**config.mk**
```make
export PLATFORM = sky130hd
export DESIGN_NAME = pulse_interval_window_average
export DESIGN_NICKNAME = d
export VERILOG_FILES = /design/src/design/piwa_pkg.sv /design/src/design/pulse_interval_window_average.sv /design/src/design/piwa_ctrl.sv /design/src/design/piwa_dp.sv
export SDC_FILE = /design/constraint.sdc
export NUM_CORES = 1
export LEC_CHECK = 0
export ABC_AREA = 0
export ABC_CLOCK_PERIOD_IN_PS = 16600
export BUFFER_PORTS_ARGS = -buffer_cell sky130_fd_sc_hd__buf_2
export CAP_MARGIN = 40
export CORE_MARGIN = 5
export CORE_UTILIZATION = 65
export CTS_BUF_LIST = sky130_fd_sc_hd__clkbuf_4 sky130_fd_sc_hd__clkbuf_8
export DETAILED_ROUTE_END_ITERATION = 16
export PLACE_DENSITY = 0.83
export RECOVER_POWER = 50
export SLEW_MARGIN = 40
export SYNTH_ARGS = -nofsm -noshare
export SYNTH_HDL_FRONTEND = slang
export SYNTH_HIERARCHICAL = 1
export SYNTH_SLANG_ARGS = --single-unit
```
**constraint.sdc**
```tcl
create_clock -name clock -period 16.6 [get_ports clock]
set_input_delay 0 -clock clock [delete_from_list [all_inputs] [get_ports clock]]
set_output_delay 0 -clock clock [all_outputs]
set_load 0.02 [all_outputs]
```
**src/design/piwa_pkg.sv**
```systemverilog
// Shared types, codes and constants of the pulse interval window average block.
package piwa_pkg;

   localparam int SAMPLE_DEPTH_DEF = 8;

   localparam int TIME_W   = 32;
   localparam int VALUE_W  = 8;
   localparam int WINDOW_W = 16;
   localparam int TAG_W    = 8;
   localparam int CSR_IDX_W  = 2;
   localparam int CSR_DATA_W = 16;
   localparam int REQ_DATA_W = 32;
   localparam int REQ_USER_W = 1;
   localparam int RSP_DATA_W = 8;
   localparam int RSP_USER_W = 8;

   // Register indexes on the configuration port.
   localparam logic [CSR_IDX_W-1:0] CSR_MAX_SAMPLE = 2'd0;
   localparam logic [CSR_IDX_W-1:0] CSR_WINDOW_MS  = 2'd1;
   localparam logic [CSR_IDX_W-1:0] CSR_EVENT_KIND = 2'd2;

   // Reset values of the registers.
   localparam logic [VALUE_W-1:0]  MAX_SAMPLE_RST = 8'd255;
   localparam logic [WINDOW_W-1:0] WINDOW_MS_RST  = 16'd1000;
   localparam logic [TAG_W-1:0]    EVENT_KIND_RST = 8'd0;

   // Operation codes carried in the request side-band.
   localparam logic OP_EDGE = 1'b0;
   localparam logic OP_POLL = 1'b1;

   typedef struct packed {
      logic [VALUE_W-1:0]  max_sample;
      logic [WINDOW_W-1:0] window_ms;
      logic [TAG_W-1:0]    event_kind;
   } piwa_cfg_type;

   typedef struct packed {
      logic load;       // capture the incoming word
      logic edge_upd;   // shift edge timestamps
      logic consume;    // mark the latest edge as handled
      logic store;      // write the sample into the ring, clear the sums
      logic read;       // read one ring slot
      logic div_start;  // load the divider
      logic div_step;   // one divider iteration
      logic emit;       // load the result register
   } piwa_cmd_type;

   typedef struct packed {
      logic is_edge;
      logic new_edge;
      logic keep;
      logic last_read;
      logic div_last;
      logic out_free;
   } piwa_status_type;

endpackage

```
**src/design/pulse_interval_window_average.sv**
```systemverilog
// Top level of the pulse interval window average block: configuration and wiring.
//
//  Channel   Direction  Handshake             Payload
//  req       in         req_tvalid/tready     tuser: operation; tdata: timestamp_ms
//  rsp       out        rsp_tvalid/tready     tuser: kind_tag; tdata: average_interval
//  csr       in         csr_we (no wait)      csr_index, csr_wdata
//
// An edge word, or a poll that finds no new edge or rejects its interval, goes from the
// decide state back to idle. A storing poll walks the ring one slot a cycle, then a
// restoring divider gives one bit of the mean a cycle, SUM_W in all, SUM_W being 8 plus
// the bits of the slot count. Reset clears the edge times, the write slot and the
// per-slot written flags; words are taken in the cycle after reset is released. A result
// waits in the output register while a new word is taken; only a later result stalls on it.
module pulse_interval_window_average #(
   parameter int SAMPLE_DEPTH = piwa_pkg::SAMPLE_DEPTH_DEF
) (
   input  logic                                clock,
   input  logic                                reset,
   // Request stream.
   input  logic                                req_tvalid,
   output logic                                req_tready,
   input  logic [piwa_pkg::REQ_DATA_W-1:0]     req_tdata,   // [31:0] timestamp_ms
   input  logic [piwa_pkg::REQ_USER_W-1:0]     req_tuser,   // [0] operation
   // Result stream.
   output logic                                rsp_tvalid,
   input  logic                                rsp_tready,
   output logic [piwa_pkg::RSP_DATA_W-1:0]     rsp_tdata,   // [7:0] average_interval
   output logic [piwa_pkg::RSP_USER_W-1:0]     rsp_tuser,   // [7:0] kind_tag
   // Configuration writes.
   input  logic                                csr_we,
   input  logic [piwa_pkg::CSR_IDX_W-1:0]      csr_index,
   input  logic [piwa_pkg::CSR_DATA_W-1:0]     csr_wdata
);
   import piwa_pkg::*;

   piwa_cfg_type    cfg_ff;
   piwa_cmd_type    cmd;
   piwa_status_type status;

   // Configuration registers. Writes to an index beyond the list are ignored.
   // Each register keeps the low bits of the write data that fit its width.
   always_ff @(posedge clock) begin
      if (reset) begin
         cfg_ff.max_sample <= MAX_SAMPLE_RST;
         cfg_ff.window_ms  <= WINDOW_MS_RST;
         cfg_ff.event_kind <= EVENT_KIND_RST;
      end else if (csr_we) begin
         case (csr_index)
            CSR_MAX_SAMPLE: cfg_ff.max_sample <= csr_wdata[VALUE_W-1:0];
            CSR_WINDOW_MS:  cfg_ff.window_ms  <= csr_wdata[WINDOW_W-1:0];
            CSR_EVENT_KIND: cfg_ff.event_kind <= csr_wdata[TAG_W-1:0];
            default: begin
            end
         endcase
      end
   end

   // The controller decides what happens to each accepted word and steps the
   // datapath through the ring walk and the division.
   piwa_ctrl u_ctrl (
      .clock      (clock),
      .reset      (reset),
      .req_tvalid (req_tvalid),
      .req_tready (req_tready),
      .status     (status),
      .cmd        (cmd)
   );

   // The datapath holds the edge times, the sample ring, the windowed sum and
   // count, the divider and the output register.
   piwa_dp #(
      .SAMPLE_DEPTH (SAMPLE_DEPTH)
   ) u_dp (
      .clock      (clock),
      .reset      (reset),
      .cfg        (cfg_ff),
      .req_tuser  (req_tuser),
      .req_tdata  (req_tdata),
      .rsp_tvalid (rsp_tvalid),
      .rsp_tready (rsp_tready),
      .rsp_tdata  (rsp_tdata),
      .rsp_tuser  (rsp_tuser),
      .cmd        (cmd),
      .status     (status)
   );

endmodule

```
**src/design/piwa_ctrl.sv**
```systemverilog
// Controller state machine sequencing the ring walk and the division.
module piwa_ctrl (
   input  logic                       clock,
   input  logic                       reset,
   input  logic                       req_tvalid,
   output logic                       req_tready,
   input  piwa_pkg::piwa_status_type  status,
   output piwa_pkg::piwa_cmd_type     cmd
);
   import piwa_pkg::*;

   typedef enum logic [2:0] {
      ST_IDLE,
      ST_DECIDE,
      ST_WALK,
      ST_DRAIN,
      ST_DIV_INIT,
      ST_DIVIDE,
      ST_EMIT
   } state_type;

   state_type state_ff;
   state_type state_in;

   assign req_tready = (state_ff == ST_IDLE);

   always_comb begin
      state_in = state_ff;
      cmd      = '0;
      case (state_ff)
         ST_IDLE: begin
            if (req_tvalid) begin
               cmd.load = 1'b1;
               state_in = ST_DECIDE;
            end
         end
         ST_DECIDE: begin
            if (status.is_edge) begin
               cmd.edge_upd = 1'b1;
               state_in     = ST_IDLE;
            end else if (!status.new_edge) begin
               state_in = ST_IDLE;
            end else begin
               cmd.consume = 1'b1;
               if (status.keep) begin
                  cmd.store = 1'b1;
                  state_in  = ST_WALK;
               end else begin
                  state_in = ST_IDLE;
               end
            end
         end
         ST_WALK: begin
            cmd.read = 1'b1;
            if (status.last_read) begin
               state_in = ST_DRAIN;
            end
         end
         ST_DRAIN: begin
            state_in = ST_DIV_INIT;
         end
         ST_DIV_INIT: begin
            cmd.div_start = 1'b1;
            state_in      = ST_DIVIDE;
         end
         ST_DIVIDE: begin
            cmd.div_step = 1'b1;
            if (status.div_last) begin
               state_in = ST_EMIT;
            end
         end
         ST_EMIT: begin
            if (status.out_free) begin
               cmd.emit = 1'b1;
               state_in = ST_IDLE;
            end
         end
         default: begin
            state_in = ST_IDLE;
         end
      endcase
   end

   always_ff @(posedge clock) begin
      if (reset) begin
         state_ff <= ST_IDLE;
      end else begin
         state_ff <= state_in;
      end
   end

endmodule

```
**src/design/piwa_dp.sv**
```systemverilog
// Datapath: edge timestamps, sample ring, windowed accumulator and serial divider.
module piwa_dp #(
   parameter int SAMPLE_DEPTH = piwa_pkg::SAMPLE_DEPTH_DEF
) (
   input  logic                                clock,
   input  logic                                reset,
   input  piwa_pkg::piwa_cfg_type              cfg,
   input  logic [piwa_pkg::REQ_USER_W-1:0]     req_tuser,
   input  logic [piwa_pkg::REQ_DATA_W-1:0]     req_tdata,
   output logic                                rsp_tvalid,
   input  logic                                rsp_tready,
   output logic [piwa_pkg::RSP_DATA_W-1:0]     rsp_tdata,
   output logic [piwa_pkg::RSP_USER_W-1:0]     rsp_tuser,
   input  piwa_pkg::piwa_cmd_type              cmd,
   output piwa_pkg::piwa_status_type           status
);
   import piwa_pkg::*;

   localparam int IDX_W = (SAMPLE_DEPTH > 1) ? $clog2(SAMPLE_DEPTH) : 1;
   localparam int CNT_W = $clog2(SAMPLE_DEPTH + 1);
   localparam int SUM_W = VALUE_W + CNT_W;
   localparam int DCW   = $clog2(SUM_W);
   localparam logic [IDX_W-1:0] LAST_IDX = IDX_W'(SAMPLE_DEPTH - 1);

   // Captured request word.
   logic                op_ff;
   logic [TIME_W-1:0]   ts_ff;

   // Edge bookkeeping.
   logic [TIME_W-1:0]   latest_ff;
   logic [TIME_W-1:0]   prior_ff;
   logic [TIME_W-1:0]   handled_ff;
   logic [IDX_W-1:0]    slot_ff;
   logic [IDX_W-1:0]    slot_in;

   // Sample ring: data in a memory, written-flags in flip-flops.
   logic [VALUE_W-1:0]  ring_val [SAMPLE_DEPTH];
   logic [TIME_W-1:0]   ring_time [SAMPLE_DEPTH];
   logic [SAMPLE_DEPTH-1:0] valid_ff;

   // Walk and accumulation.
   logic [IDX_W-1:0]    rd_idx_ff;
   logic [VALUE_W-1:0]  rd_val_ff;
   logic [TIME_W-1:0]   rd_time_ff;
   logic                rd_ok_ff;
   logic                rd_live_ff;
   logic [SUM_W-1:0]    sum_ff;
   logic [CNT_W-1:0]    cnt_ff;

   // Divider.
   logic [SUM_W-1:0]    quo_ff;
   logic [CNT_W-1:0]    rem_ff;
   logic [DCW-1:0]      div_cnt_ff;

   // Result register.
   logic                rsp_valid_ff;
   logic [RSP_DATA_W-1:0] rsp_data_ff;
   logic [RSP_USER_W-1:0] rsp_user_ff;

   logic [TIME_W-1:0]   interval;
   logic [TIME_W-1:0]   age;
   logic [VALUE_W-1:0]  eff_val;
   logic [TIME_W-1:0]   eff_time;
   logic                in_window;
   logic [CNT_W:0]      rem_sh;
   logic                rem_ge;

   assign interval = latest_ff - prior_ff;
   assign slot_in  = (slot_ff == LAST_IDX) ? '0 : slot_ff + 1'b1;

   // A slot never written reads as a value and time of zero.
   assign eff_val   = rd_ok_ff ? rd_val_ff : '0;
   assign eff_time  = rd_ok_ff ? rd_time_ff : '0;
   assign age       = handled_ff - eff_time;
   assign in_window = (age <= {{(TIME_W-WINDOW_W){1'b0}}, cfg.window_ms});

   assign rem_sh = {rem_ff, quo_ff[SUM_W-1]};
   assign rem_ge = (rem_sh >= {1'b0, cnt_ff});

   assign status.is_edge   = (op_ff == OP_EDGE);
   assign status.new_edge  = (latest_ff != handled_ff);
   assign status.keep      = (interval != '0) &&
                             (interval <= {{(TIME_W-VALUE_W){1'b0}}, cfg.max_sample});
   assign status.last_read = (rd_idx_ff == LAST_IDX);
   assign status.div_last  = (div_cnt_ff == DCW'(SUM_W - 1));
   assign status.out_free  = !rsp_valid_ff || rsp_tready;

   assign rsp_tvalid = rsp_valid_ff;
   assign rsp_tdata  = rsp_data_ff;
   assign rsp_tuser  = rsp_user_ff;

   // Ring memory: one write port, one registered read port.
   always_ff @(posedge clock) begin
      if (cmd.store) begin
         ring_val[slot_ff]  <= interval[VALUE_W-1:0];
         ring_time[slot_ff] <= latest_ff;
      end
      rd_val_ff  <= ring_val[rd_idx_ff];
      rd_time_ff <= ring_time[rd_idx_ff];
   end

   // Payload registers.
   always_ff @(posedge clock) begin
      rd_ok_ff <= valid_ff[rd_idx_ff];
      if (cmd.load) begin
         op_ff <= req_tuser[0];
         ts_ff <= req_tdata;
      end
      if (cmd.emit) begin
         rsp_data_ff <= quo_ff[RSP_DATA_W-1:0];
         rsp_user_ff <= cfg.event_kind;
      end
      if (cmd.div_start) begin
         quo_ff     <= sum_ff;
         rem_ff     <= '0;
         div_cnt_ff <= '0;
      end else if (cmd.div_step) begin
         quo_ff     <= {quo_ff[SUM_W-2:0], rem_ge};
         rem_ff     <= rem_ge ? CNT_W'(rem_sh - {1'b0, cnt_ff}) : rem_sh[CNT_W-1:0];
         div_cnt_ff <= div_cnt_ff + 1'b1;
      end
   end

   // Control state and architectural state.
   always_ff @(posedge clock) begin
      if (reset) begin
         latest_ff    <= '0;
         prior_ff     <= '0;
         handled_ff   <= '0;
         slot_ff      <= '0;
         valid_ff     <= '0;
         rd_idx_ff    <= '0;
         rd_live_ff   <= 1'b0;
         sum_ff       <= '0;
         cnt_ff       <= '0;
         rsp_valid_ff <= 1'b0;
      end else begin
         if (cmd.edge_upd) begin
            prior_ff  <= latest_ff;
            latest_ff <= ts_ff;
         end
         if (cmd.consume) begin
            handled_ff <= latest_ff;
         end
         rd_live_ff <= cmd.read;
         if (cmd.store) begin
            valid_ff[slot_ff] <= 1'b1;
            slot_ff   <= slot_in;
            rd_idx_ff <= '0;
            sum_ff    <= '0;
            cnt_ff    <= '0;
         end else begin
            if (cmd.read) begin
               rd_idx_ff <= (rd_idx_ff == LAST_IDX) ? '0 : rd_idx_ff + 1'b1;
            end
            if (rd_live_ff && in_window) begin
               sum_ff <= sum_ff + SUM_W'(eff_val);
               cnt_ff <= cnt_ff + 1'b1;
            end
         end
         if (cmd.emit) begin
            rsp_valid_ff <= 1'b1;
         end else if (rsp_tready) begin
            rsp_valid_ff <= 1'b0;
         end
      end
   end

`ifndef NO_ASSERTIONS
   a_store_clears: assert property (@(posedge clock) disable iff (reset)
      cmd.store |=> (sum_ff == '0) && (cnt_ff == '0) && valid_ff[$past(slot_ff)])
      else $error("ring store did not clear the accumulator or mark the slot");

   a_divisor_nonzero: assert property (@(posedge clock) disable iff (reset)
      cmd.div_start |-> (cnt_ff != '0))
      else $error("division started with an empty sample count");

   a_mean_fits: assert property (@(posedge clock) disable iff (reset)
      cmd.emit |-> (quo_ff[SUM_W-1:RSP_DATA_W] == '0))
      else $error("mean does not fit the result field");

   a_edge_shift: assert property (@(posedge clock) disable iff (reset)
      cmd.edge_upd |=> (prior_ff == $past(latest_ff)) && (latest_ff == $past(ts_ff)))
      else $error("edge timestamps not shifted");
`endif

endmodule

```
==> flow_metrics.tcl, run 1 <==
set metrics [dict create \
    status "complete, but fails checks" \
    violations "capacitance limit, slew limit" \
    r2r_slack_ns 9.29 \
    cts_max_level 3 \
    regToRegEndpoint "u_dp/ring_time[0][29]" \
    leakage_uw 0.0112 \
    syn_avg_cell_area_um2 12.9 \
    drv_slew 248 \
    drive_gt1_frac 0.170 \
    async_flop_share 0 \
    dp_hpwl_um 42600 \
    regArea_um2 15700 \
    fmax_mhz 137 \
    cts_root_buf "clkbuf_8" \
    clock_skew_ns 0.0379 \
    cts_tree "yes" \
    cts_num_sinks 593 \
    peakVddDrop_uv 72.5 \
    max_slew_margin -1.98 \
    max-cap-violations 4 \
    nets 2421 \
    critPathArrivalTime_ns 7.59 \
    tightest_slew_ns 4.47 \
    final_util 0.745 \
    holdCritPathClass "in -> reg" \
    viasPerCell 6.34 \
    grtUsageTotal 0.296 \
    syn_inst 2088 \
    crit_path_start "u_dp/latest_ff[1]" \
    cp_max_fo 34 \
    ant_nets 0 \
    core_um2 40900 \
    dieArea_um2 45700 \
    wl_per_cell_um 23.3 \
    io_pins 74 \
    globalplace.congestion 0.982 \
    hold_viol 0 \
    multiInputGateArea_um2 10600 \
    fin_setup_tns_ns 0 \
    cts_setup_buffers 0 \
    clock_path_buffers 3 \
    synth_common_cells "381 x edfxtp_1, 212 x dfxtp_1, 208 x nor2_1, 151 x mux2i_1, 126 x nand2_1" \
    wl_um 66800 \
    yosysMostFrequentCell "edfxtp_1" \
    cts_resized 0 \
    yosys_warnings 6 \
    drc 0 \
    num_rows 74 \
    ys_dominant_reg_cell "edfxtp_1" \
    hold_end "u_dp/ts_ff[12]" \
    portBuffers 73 \
    syn_to_final_growth_pct 12.9 \
    p_per_area_nw_per_um2 102 \
    synth_top_area_cell "edfxtp_1" \
    min_path_cells 2 \
    rsz0062_at_grt "false" \
    syn-num-nets 2253 \
    synth.area.top_cells "edfxtp_1 42%, dfxtp_1 16%, mux4_2 6.8%, mux2i_1 5.6%, ha_1 4.9%" \
    grt-ovfl-total 0 \
    grt_pass1_wl_um 104000 \
    clkLatencyLatePin_ns 0.66 \
    antennaDiodeCount 0 \
    cp.required_ns 16.87 \
    period_share 0.441 \
    cp-end-kind "flop" \
    ys_seq_area_frac 0.581 \
    grt_max_degree 100 \
    num-fill-cells 2549 \
    setup-violations-final 0 \
    numCtsBuffers 93 \
    grt_pass1_vias 18468 \
    critPathKind "reg -> reg" \
    die_x_um 214 \
    worstHoldStart "req_tdata[12]" \
    rr_worst_depth 19 \
    num_vias 18160 \
    synth_cell_types 80 \
    drt_iter0_drc 2057 \
    die-height_um 214 \
    ys_seq_elements 593 \
    cts_hold_buffers 65 \
    startpoint_type "flop" \
    yosysTopAreaCellShare 0.424 \
    netlist_area_um2 27000 \
    antenna_found_initial 1 \
    synth_edf_count 381 \
    start_util 0.659 \
    r2r_start "u_dp/latest_ff[1]" \
    fin_crit_ns 7.31 \
    clk_pin_slew_ns 0.06 \
    dr.pass1.iters 6 \
]
-- area by class of cell --
cell class,instances,share of cell area
multi-input cells,1305,0.348
clock inverters,31,0.00866
clock buffers,142,0.0561
well taps,532,0.0218
inverters,92,0.0113
repair buffers,171,0.0388
flip-flops and latches,593,0.515
-- sequential cells by signal, summed over array words and instances, names as in the netlist, 4 cells and up --
register / count
u_dp/cnt_ff: 4
u_dp/valid_ff: 8
u_dp/quo_ff: 12
u_dp/rsp_tdata: 8
u_dp/ts_ff: 32
u_dp/latest_ff: 32
u_dp/prior_ff: 32
u_dp/rem_ff: 4
cfg_ff: 32
u_dp/sum_ff: 12
u_dp/handled_ff: 32
u_dp/ring_val: 64
u_dp/rsp_tuser: 8
u_dp/div_cnt_ff: 4
u_dp/rd_val_ff: 8
u_dp/rd_time_ff: 32
u_dp/ring_time: 256
-- logic make-up after synthesis --
kind of cell | share of synthesized area
DFF | 0.581
buffers and inverters | 0.0288
xor gates and xnor gates | 0.0237
AOI/OAI and AO/OA | 0.0660
and+or+nand+nor | 0.102
adders and majority gates | 0.0517
muxes | 0.146
-- where the power goes --
group / leakage [uW] / switching (uW) / total, uW / internal, uW
clock: 0.00106 / 569 / 1290 / 723
combinational: 0.00487 / 124 / 212 / 87.7
sequential: 0.00525 / 13.7 / 1590 / 1580
total: 0.0112 / 707 / 3100 / 2390
-- stage by stage --
| stage | instance area (um2) | setup WS, ns | instances | hold WS (ns) | power [uW] |
|---|---|---|---|---|---|
| 6_report | 30500 | 9.29 | 2866 | 0.0639 | 3100 |
| 5_1_grt | 30500 | 8.90 | 2866 | 0.0380 | 3210 |
| 4_1_cts | 30600 | 8.84 | 2866 | 0.0147 | 3110 |
| 3_5_place_dp | 27900 | 8.98 | 2628 | 0.178 | 1820 |
| 3_3_place_gp | 27900 | 9.54 | 2628 | 0.178 | 1810 |
| 2_1_floorplan | 27000 | 9.21 | 2088 | 0.0691 | 1760 |
-- worst max path at each step --
stage | cells past startpoint | end
final | 19 | u_dp/ring_time[0][29]
after global placement | 19 | u_dp/ring_time[0][24]
after floorplan | 19 | u_dp/ring_time[4][0]
after global routing | 19 | u_dp/ring_time[0][21]
after detailed placement | 19 | u_dp/ring_time[0][20]
after CTS | 19 | u_dp/ring_time[0][29]
-- layout by cell type (no fill, tap or decap), drive strengths merged, types with 8 or more instances in the layout --
master	synthesis	final
ha	105	105
nand4	37	37
inv	92	94
xnor2	51	51
a21o	21	21
and3	10	10
nand2b	48	48
dlygate4sd3	0	65
clkinv	0	23
clkbuf	59	178
nand3b	8	8
nor3	24	24
mux4	82	82
a31oi	9	9
mux2	52	52
mux2i	151	151
edfxtp	381	381
o21ai	42	42
nor4	9	9
nor2	208	208
nand3	32	32
a211oi	11	11
nand2	127	127
o211ai	11	11
o21a	14	14
buf	39	70
or3	10	10
and2	15	15
nor2b	15	15
xor2	22	22
a21oi	78	78
dfxtp	212	212
-- layer usage --
metal | share of wire | GRT usage
met1 | 0.39 | 0.405
met2 | 0.49 | 0.492
met3 | 0.090 | 0.0524
met4 | 0.027 | 0.0908
met5 | 0.00013 | 0
-- worst max-delay path, cell delays in order (launching register included) --
cell       delay, ns
dfxtp_1         0.67
ha_1            0.32
nor2b_1         0.14
o2111ai_1       0.27
a21boi_0        0.19
o21ai_0         0.25
nand2_1         0.10
xor2_1          0.65
ha_1            0.40
a21oi_1         0.19
o221ai_1        0.14
a21oi_1         0.25
nand4_1         0.12
nor4_1          0.35
nand4_1         0.15
a2111oi_2       0.57
and2_1          0.61
nand2b_1        0.38
nor3_4          0.54
buf_4           0.62
(Power assumes the default switching activity.)
==> inputs of run 2 (changes only) <==
- ABC_CLOCK_PERIOD_IN_PS: 16600 -> 7620
- clock period: 16.6 -> 7.62 ns (I/O delays scaled with it)
==> run 2 against run 1 <==
The run still ends with capacitance limit, slew limit left; sequential power up 120%; worst hold slack lost 0.027 ns; setup slack got worse by 8.5 ns; register-to-register slack got worse by 8.5 ns; critical path depth is 1 higher; clock-buffer cell count fell by 4; utilization is 0.46 points higher; via count fell by 1.7%; sequential share of layout area decreased by 0.32 points; flip-flop and latch count unchanged; final area increased by 0.62%; combinational power rose by 130%; critical path type unchanged; largest power group unchanged; highest routed layer is now met4.
==> flow_metrics.tcl, run 2 (same netlist as run 1, synthesis figures left out) <==
set metrics [dict create \
    status "complete, but fails checks" \
    violations "capacitance limit, slew limit" \
    regMostFlops "u_dp/ring_time" \
    peakVddDrop_uv 170 \
    core_um2 40900 \
    grt_max_degree 82 \
    syn_to_final_growth_pct 13.6 \
    worstHoldStart "req_tuser" \
    p_per_area_nw_per_um2 218 \
    setup-violations-final 0 \
    power_uw 6680 \
    cts_root_buf "clkbuf_8" \
    ant_nets 0 \
    clk_pin_slew_ns 0.06 \
    period_share 0.900 \
    cts_setup_buffers 0 \
    cts_max_level 3 \
    numCtsBuffers 90 \
    cp-end-kind "flop" \
    final_cell_mix "381 x edfxtp_1, 210 x dfxtp_1, 202 x nor2_1" \
    grtUsageTotal 0.287 \
    die_x_um 214 \
    io_pins 74 \
    num_vias 17853 \
    fin_setup_tns_ns 0 \
    layout_commonest_cell "edfxtp_1" \
    cts_tree "yes" \
    wl_um 64800 \
    largest_register_ffs 256 \
    cts_resized 0 \
    fin_crit_ns 6.86 \
    antennaDiodeCount 0 \
    fmax_mhz 146 \
    portBuffers 73 \
    antenna_found_initial 2 \
    die-height_um 214 \
    drive_gt1_frac 0.166 \
    holdCritPathClass "in -> reg" \
    critPathArrivalTime_ns 7.20 \
    cts_num_sinks 593 \
    leakage_uw 0.0112 \
    num-fill-cells 2529 \
    rr_worst_depth 20 \
    nets 2450 \
    clock_skew_ns 0.0386 \
    max-cap-violations 3 \
    tightest_slew_ns 3.85 \
    drt_iter0_drc 1714 \
    num_rows 74 \
    r2r_slack_ns 0.76 \
    critPathKind "reg -> reg" \
    hold_viol 0 \
    fin_area_um2 30700 \
    hold_end "u_dp/op_ff" \
    start_util 0.659 \
    dieArea_um2 45700 \
    clock_path_buffers 3 \
    globalplace.congestion 0.914 \
    max_slew_margin -1.57 \
    holdWs_ns 0.0373 \
    grt-ovfl-total 0 \
    regToRegEndpoint "u_dp/ring_time[1][22]" \
    cp.required_ns 7.96 \
    place_area_um2 28100 \
    min_path_cells 2 \
    dp_hpwl_um 43100 \
    rsz0062_at_grt "false" \
    grt_pass1_wl_um 101000 \
    dr.pass1.iters 6 \
    r2r_start "u_dp/latest_ff[1]" \
    reg.largest.list "u_dp/ring_time (256), u_dp/ring_val (64)" \
    drc 0 \
    drv_slew 151 \
    grt_pass1_vias 18083 \
    clkLatencyLatePin_ns 0.68 \
    wl_per_cell_um 22.4 \
    startpoint_type "flop" \
    viasPerCell 6.17 \
    cp_max_fo 22 \
]
==> run 2: where the power goes <==
part           switching [uW]  leakage [uW]  internal [uW]
sequential               23.0       0.00525           3440
clock                    1220       0.00103           1520
combinational             281       0.00496            197
total                    1520        0.0112           5150
==> run 2: layout make-up <==
cell class	instances	area, um2	share of cell area
sequential	593	15700	0.512
multi-input combinational	1305	10600	0.346
clock buffer	138	1670	0.0546
timing repair buffer	203	1430	0.0466
tap	532	666	0.0217
inverter	92	345	0.0113
clock inverter	31	258	0.00841
==> run 2: worst max-delay path by stage <==
stage                                  from                    end  slack, ns  depth (start not counted)
after floorplan           u_dp/latest_ff[3]   u_dp/ring_time[4][0]       0.23                         19
after CTS                 u_dp/latest_ff[1]  u_dp/ring_time[1][22]       0.89                         20
after global routing      u_dp/latest_ff[1]  u_dp/ring_time[1][11]       0.37                         20
after detailed placement  u_dp/latest_ff[1]  u_dp/ring_time[1][27]       0.91                         20
final                     u_dp/latest_ff[1]  u_dp/ring_time[1][22]       0.76                         20
after global placement    u_dp/latest_ff[1]  u_dp/ring_time[1][27]       0.89                         20
==> run 2: worst max-delay path, stage by stage (launching register included) <==
cell       delay, ns
dfxtp_1         0.70
ha_1            0.33
nor2b_1         0.14
o2111ai_1       0.23
a21boi_0        0.20
o21ai_0         0.26
nand2_1         0.10
xor2_1          0.56
ha_1            0.39
a21oi_1         0.15
o221ai_1        0.13
a21oi_1         0.21
nand4_1         0.12
nor4_1          0.39
nand4_1         0.18
a2111oi_2       0.67
and2_1          0.24
buf_4           0.21
nand2b_1        0.26
nor2_4          0.70
buf_4           0.34
==> run 2: through the flow <==
stage               cells  utilization  setup slack [ns]
finish               2894        0.749             0.763
global route         2894        0.749             0.372
CTS                  2893        0.753             0.893
detailed placement   2642        0.686             0.910
global placement     2642        0.685             0.893
floorplan            2088            -             0.229
==> run 2: per-layer routing <==
layer / up-vias / global-route usage / wire length, um
met5: - / 0 / 0
met4: 0 / 0.105 / 2210
met3: 130 / 0.0651 / 5760
met2: 788 / 0.468 / 31300
met1: 8783 / 0.384 / 25500
li1: 8152 / - / -
==> run 2: what timing repair did <==
action | CTS | global route
setup endpoints to repair | 0 | 0
hold buffers | 82 | 0
endpoints found under the hold margin | 74 | 0
==> inputs of run 3 (changes only) <==
- CORE_ASPECT_RATIO: unset -> 0.9
==> run 3 against run 2 <==
The flow still finishes with violations (capacitance limit, slew limit); worst hold slack gained 0.0078 ns; power is 1.4% lower; global-route usage is 0.10 points higher; combinational power is essentially flat; utilization is 0.11 points lower; non-clock buffer count fell by 5; largest power group unchanged.
==> flow_metrics.tcl, run 3 (same netlist as run 1, synthesis figures left out) <==
set metrics [dict create \
    status "complete, but fails checks" \
    violations "capacitance limit, slew limit" \
    cp_max_fo 23 \
    rsz0062_at_grt "false" \
    dr.pass1.iters 6 \
    power.switching_uw 1520 \
    core_um2 40800 \
    p_per_area_nw_per_um2 216 \
    drt_iter0_drc 1922 \
    drv_slew 252 \
    cp.buffers_inverters 2 \
    r2r_start "u_dp/latest_ff[1]" \
    dieArea_um2 45700 \
    crit_slowest_cell "dfxtp_1" \
    critPathKind "reg -> reg" \
    globalplace.congestion 0.931 \
    cts_root_buf "clkbuf_8" \
    peakVddDrop_uv 146 \
    start_util 0.661 \
    layout_commonest_cell "edfxtp_1" \
    dp_hpwl_um 43600 \
    num_rows 70 \
    regArea_um2 15700 \
    crit_path_start "u_dp/latest_ff[1]" \
    io_pins 74 \
    cts_resized 0 \
    clkLatencyLatePin_ns 0.67 \
    reg.largest.list "u_dp/ring_time (256), u_dp/ring_val (64)" \
    cp-end-kind "flop" \
    startpoint_type "flop" \
    drc 0 \
    largest_register_ffs 256 \
    power_uw 6580 \
    die_x_um 225 \
    hold_viol 0 \
    fin_crit_ns 6.66 \
    crit_end "u_dp/ring_val[7][5]" \
    tightest_slew_ns 3.04 \
    multiInputGateArea_um2 10600 \
    leakage_uw 0.0112 \
    nets 2444 \
    num_vias 18071 \
    period_share 0.874 \
    seqPwrFrac 0.526 \
    setup-violations-final 0 \
    grt-ovfl-total 0 \
    grt_pass1_vias 18322 \
    switching_share 0.231 \
    p_int_uw 5060 \
    num-fill-cells 2475 \
    wl_um 65700 \
    cp.required_ns 7.97 \
    antennaDiodeCount 0 \
    clock_skew_ns 0.0217 \
    cts_setup_buffers 0 \
    clock_path_buffers 3 \
    cts_num_sinks 593 \
    grtUsageTotal 0.288 \
    wl_per_cell_um 22.7 \
    grt_max_degree 64 \
    die-height_um 203 \
    r2r_slack_ns 0.96 \
    fmax_mhz 150 \
    syn_to_final_growth_pct 13.2 \
    grt_pass1_wl_um 102000 \
    regToRegEndpoint "u_dp/ring_val[7][5]" \
    holdCritPathClass "in -> reg" \
    rr_worst_depth 20 \
    cts_max_level 3 \
    critPathArrivalTime_ns 7.01 \
    cts_tree "yes" \
    path_depth 20 \
    final_cell_mix "381 x edfxtp_1, 210 x dfxtp_1, 202 x nor2_1" \
    antenna_found_initial 2 \
    drive_gt1_frac 0.169 \
    ant_nets 0 \
    clk_pin_slew_ns 0.06 \
    numCtsBuffers 89 \
    regMostFlops "u_dp/ring_time" \
    fin_setup_tns_ns 0 \
    viasPerCell 6.24 \
    max_slew_margin -1.02 \
    worstPathCellList "ha_1 > nor2b_1 > o2111ai_1 > a21boi_0 > o21ai_0 > nand2_1 > xor2_1 > ha_1 > a21oi_1 > o221ai_1 > a21oi_1 > nand4_1 > nor4_1 > nand4_1 > a2111oi_2 > and2_1 > buf_4 > nand2_1 > nor2_4 > buf_4" \
    max-cap-violations 5 \
    pwr-share-comb 0.072 \
    worst_path_largest_cell_delay_ns 0.71 \
    crit_family "simple AND/OR/NAND/NOR gates" \
    clockPowerShare 0.402 \
    portBuffers 73 \
]
## run 3: per-layer routing
| layer | part of all wire | vias up | routed length (um) | track usage |
|---|---|---|---|---|
| met5 | 0.00011 | - | 7 | 0 |
| met4 | 0.026 | 2 | 1680 | 0.0772 |
| met3 | 0.083 | 125 | 5440 | 0.0489 |
| met2 | 0.48 | 857 | 31700 | 0.478 |
| met1 | 0.41 | 8921 | 26800 | 0.401 |
| li1 | - | 8166 | - | - |
## run 3: timing repair
action,CTS,global route
hold buffers,76,0
setup endpoints to repair,0,0
hold endpoints to repair,108,0
## run 3: stage by stage
| step | setup WS, ns | instances | util | hold WS [ns] | instance area (um2) |
|---|---|---|---|---|---|
| final | 0.962 | 2895 | 0.748 | 0.0452 | 30500 |
| after global routing | 0.441 | 2895 | 0.748 | 0.00961 | 30500 |
| after CTS | 0.725 | 2894 | 0.751 | 0.00167 | 30700 |
| after detailed placement | 0.764 | 2651 | 0.687 | 0.178 | 28000 |
| after global placement | 1.29 | 2651 | 0.687 | 0.177 | 28000 |
| after floorplan | 0.229 | 2088 | - | 0.0691 | 27000 |
## run 3: cell type report
| class | count | area share |
|---|---|---|
| clock inverter | 35 | 0.00820 |
| clock buffer | 132 | 0.0523 |
| inverter | 92 | 0.0113 |
| timing repair buffer | 198 | 0.0450 |
| multi-input combinational | 1305 | 0.347 |
| sequential | 593 | 0.514 |
| tap | 540 | 0.0221 |
## run 3: worst min path at each step
stage               slack (ns)  cells after the start           from                 end
floorplan                 0.07                      1          reset  u_ctrl/state_ff[0]
global placement          0.18                      1  req_tdata[20]      u_dp/ts_ff[20]
detailed placement        0.18                      1   req_tdata[3]       u_dp/ts_ff[3]
CTS                      0.002                      2  req_tdata[20]      u_dp/ts_ff[20]
global route              0.01                      2  req_tdata[24]      u_dp/ts_ff[24]
finish                    0.05                      2  req_tdata[17]      u_dp/ts_ff[17]
## run 3: power by group through the flow
stage	Clock [uW]	Combinational [uW]	Sequential, uW
after CTS	2680	467	3460
after detailed placement	0	436	3530
after global routing	2850	516	3460
after global placement	0	425	3530
final	2640	477	3460
after floorplan	0	305	3530
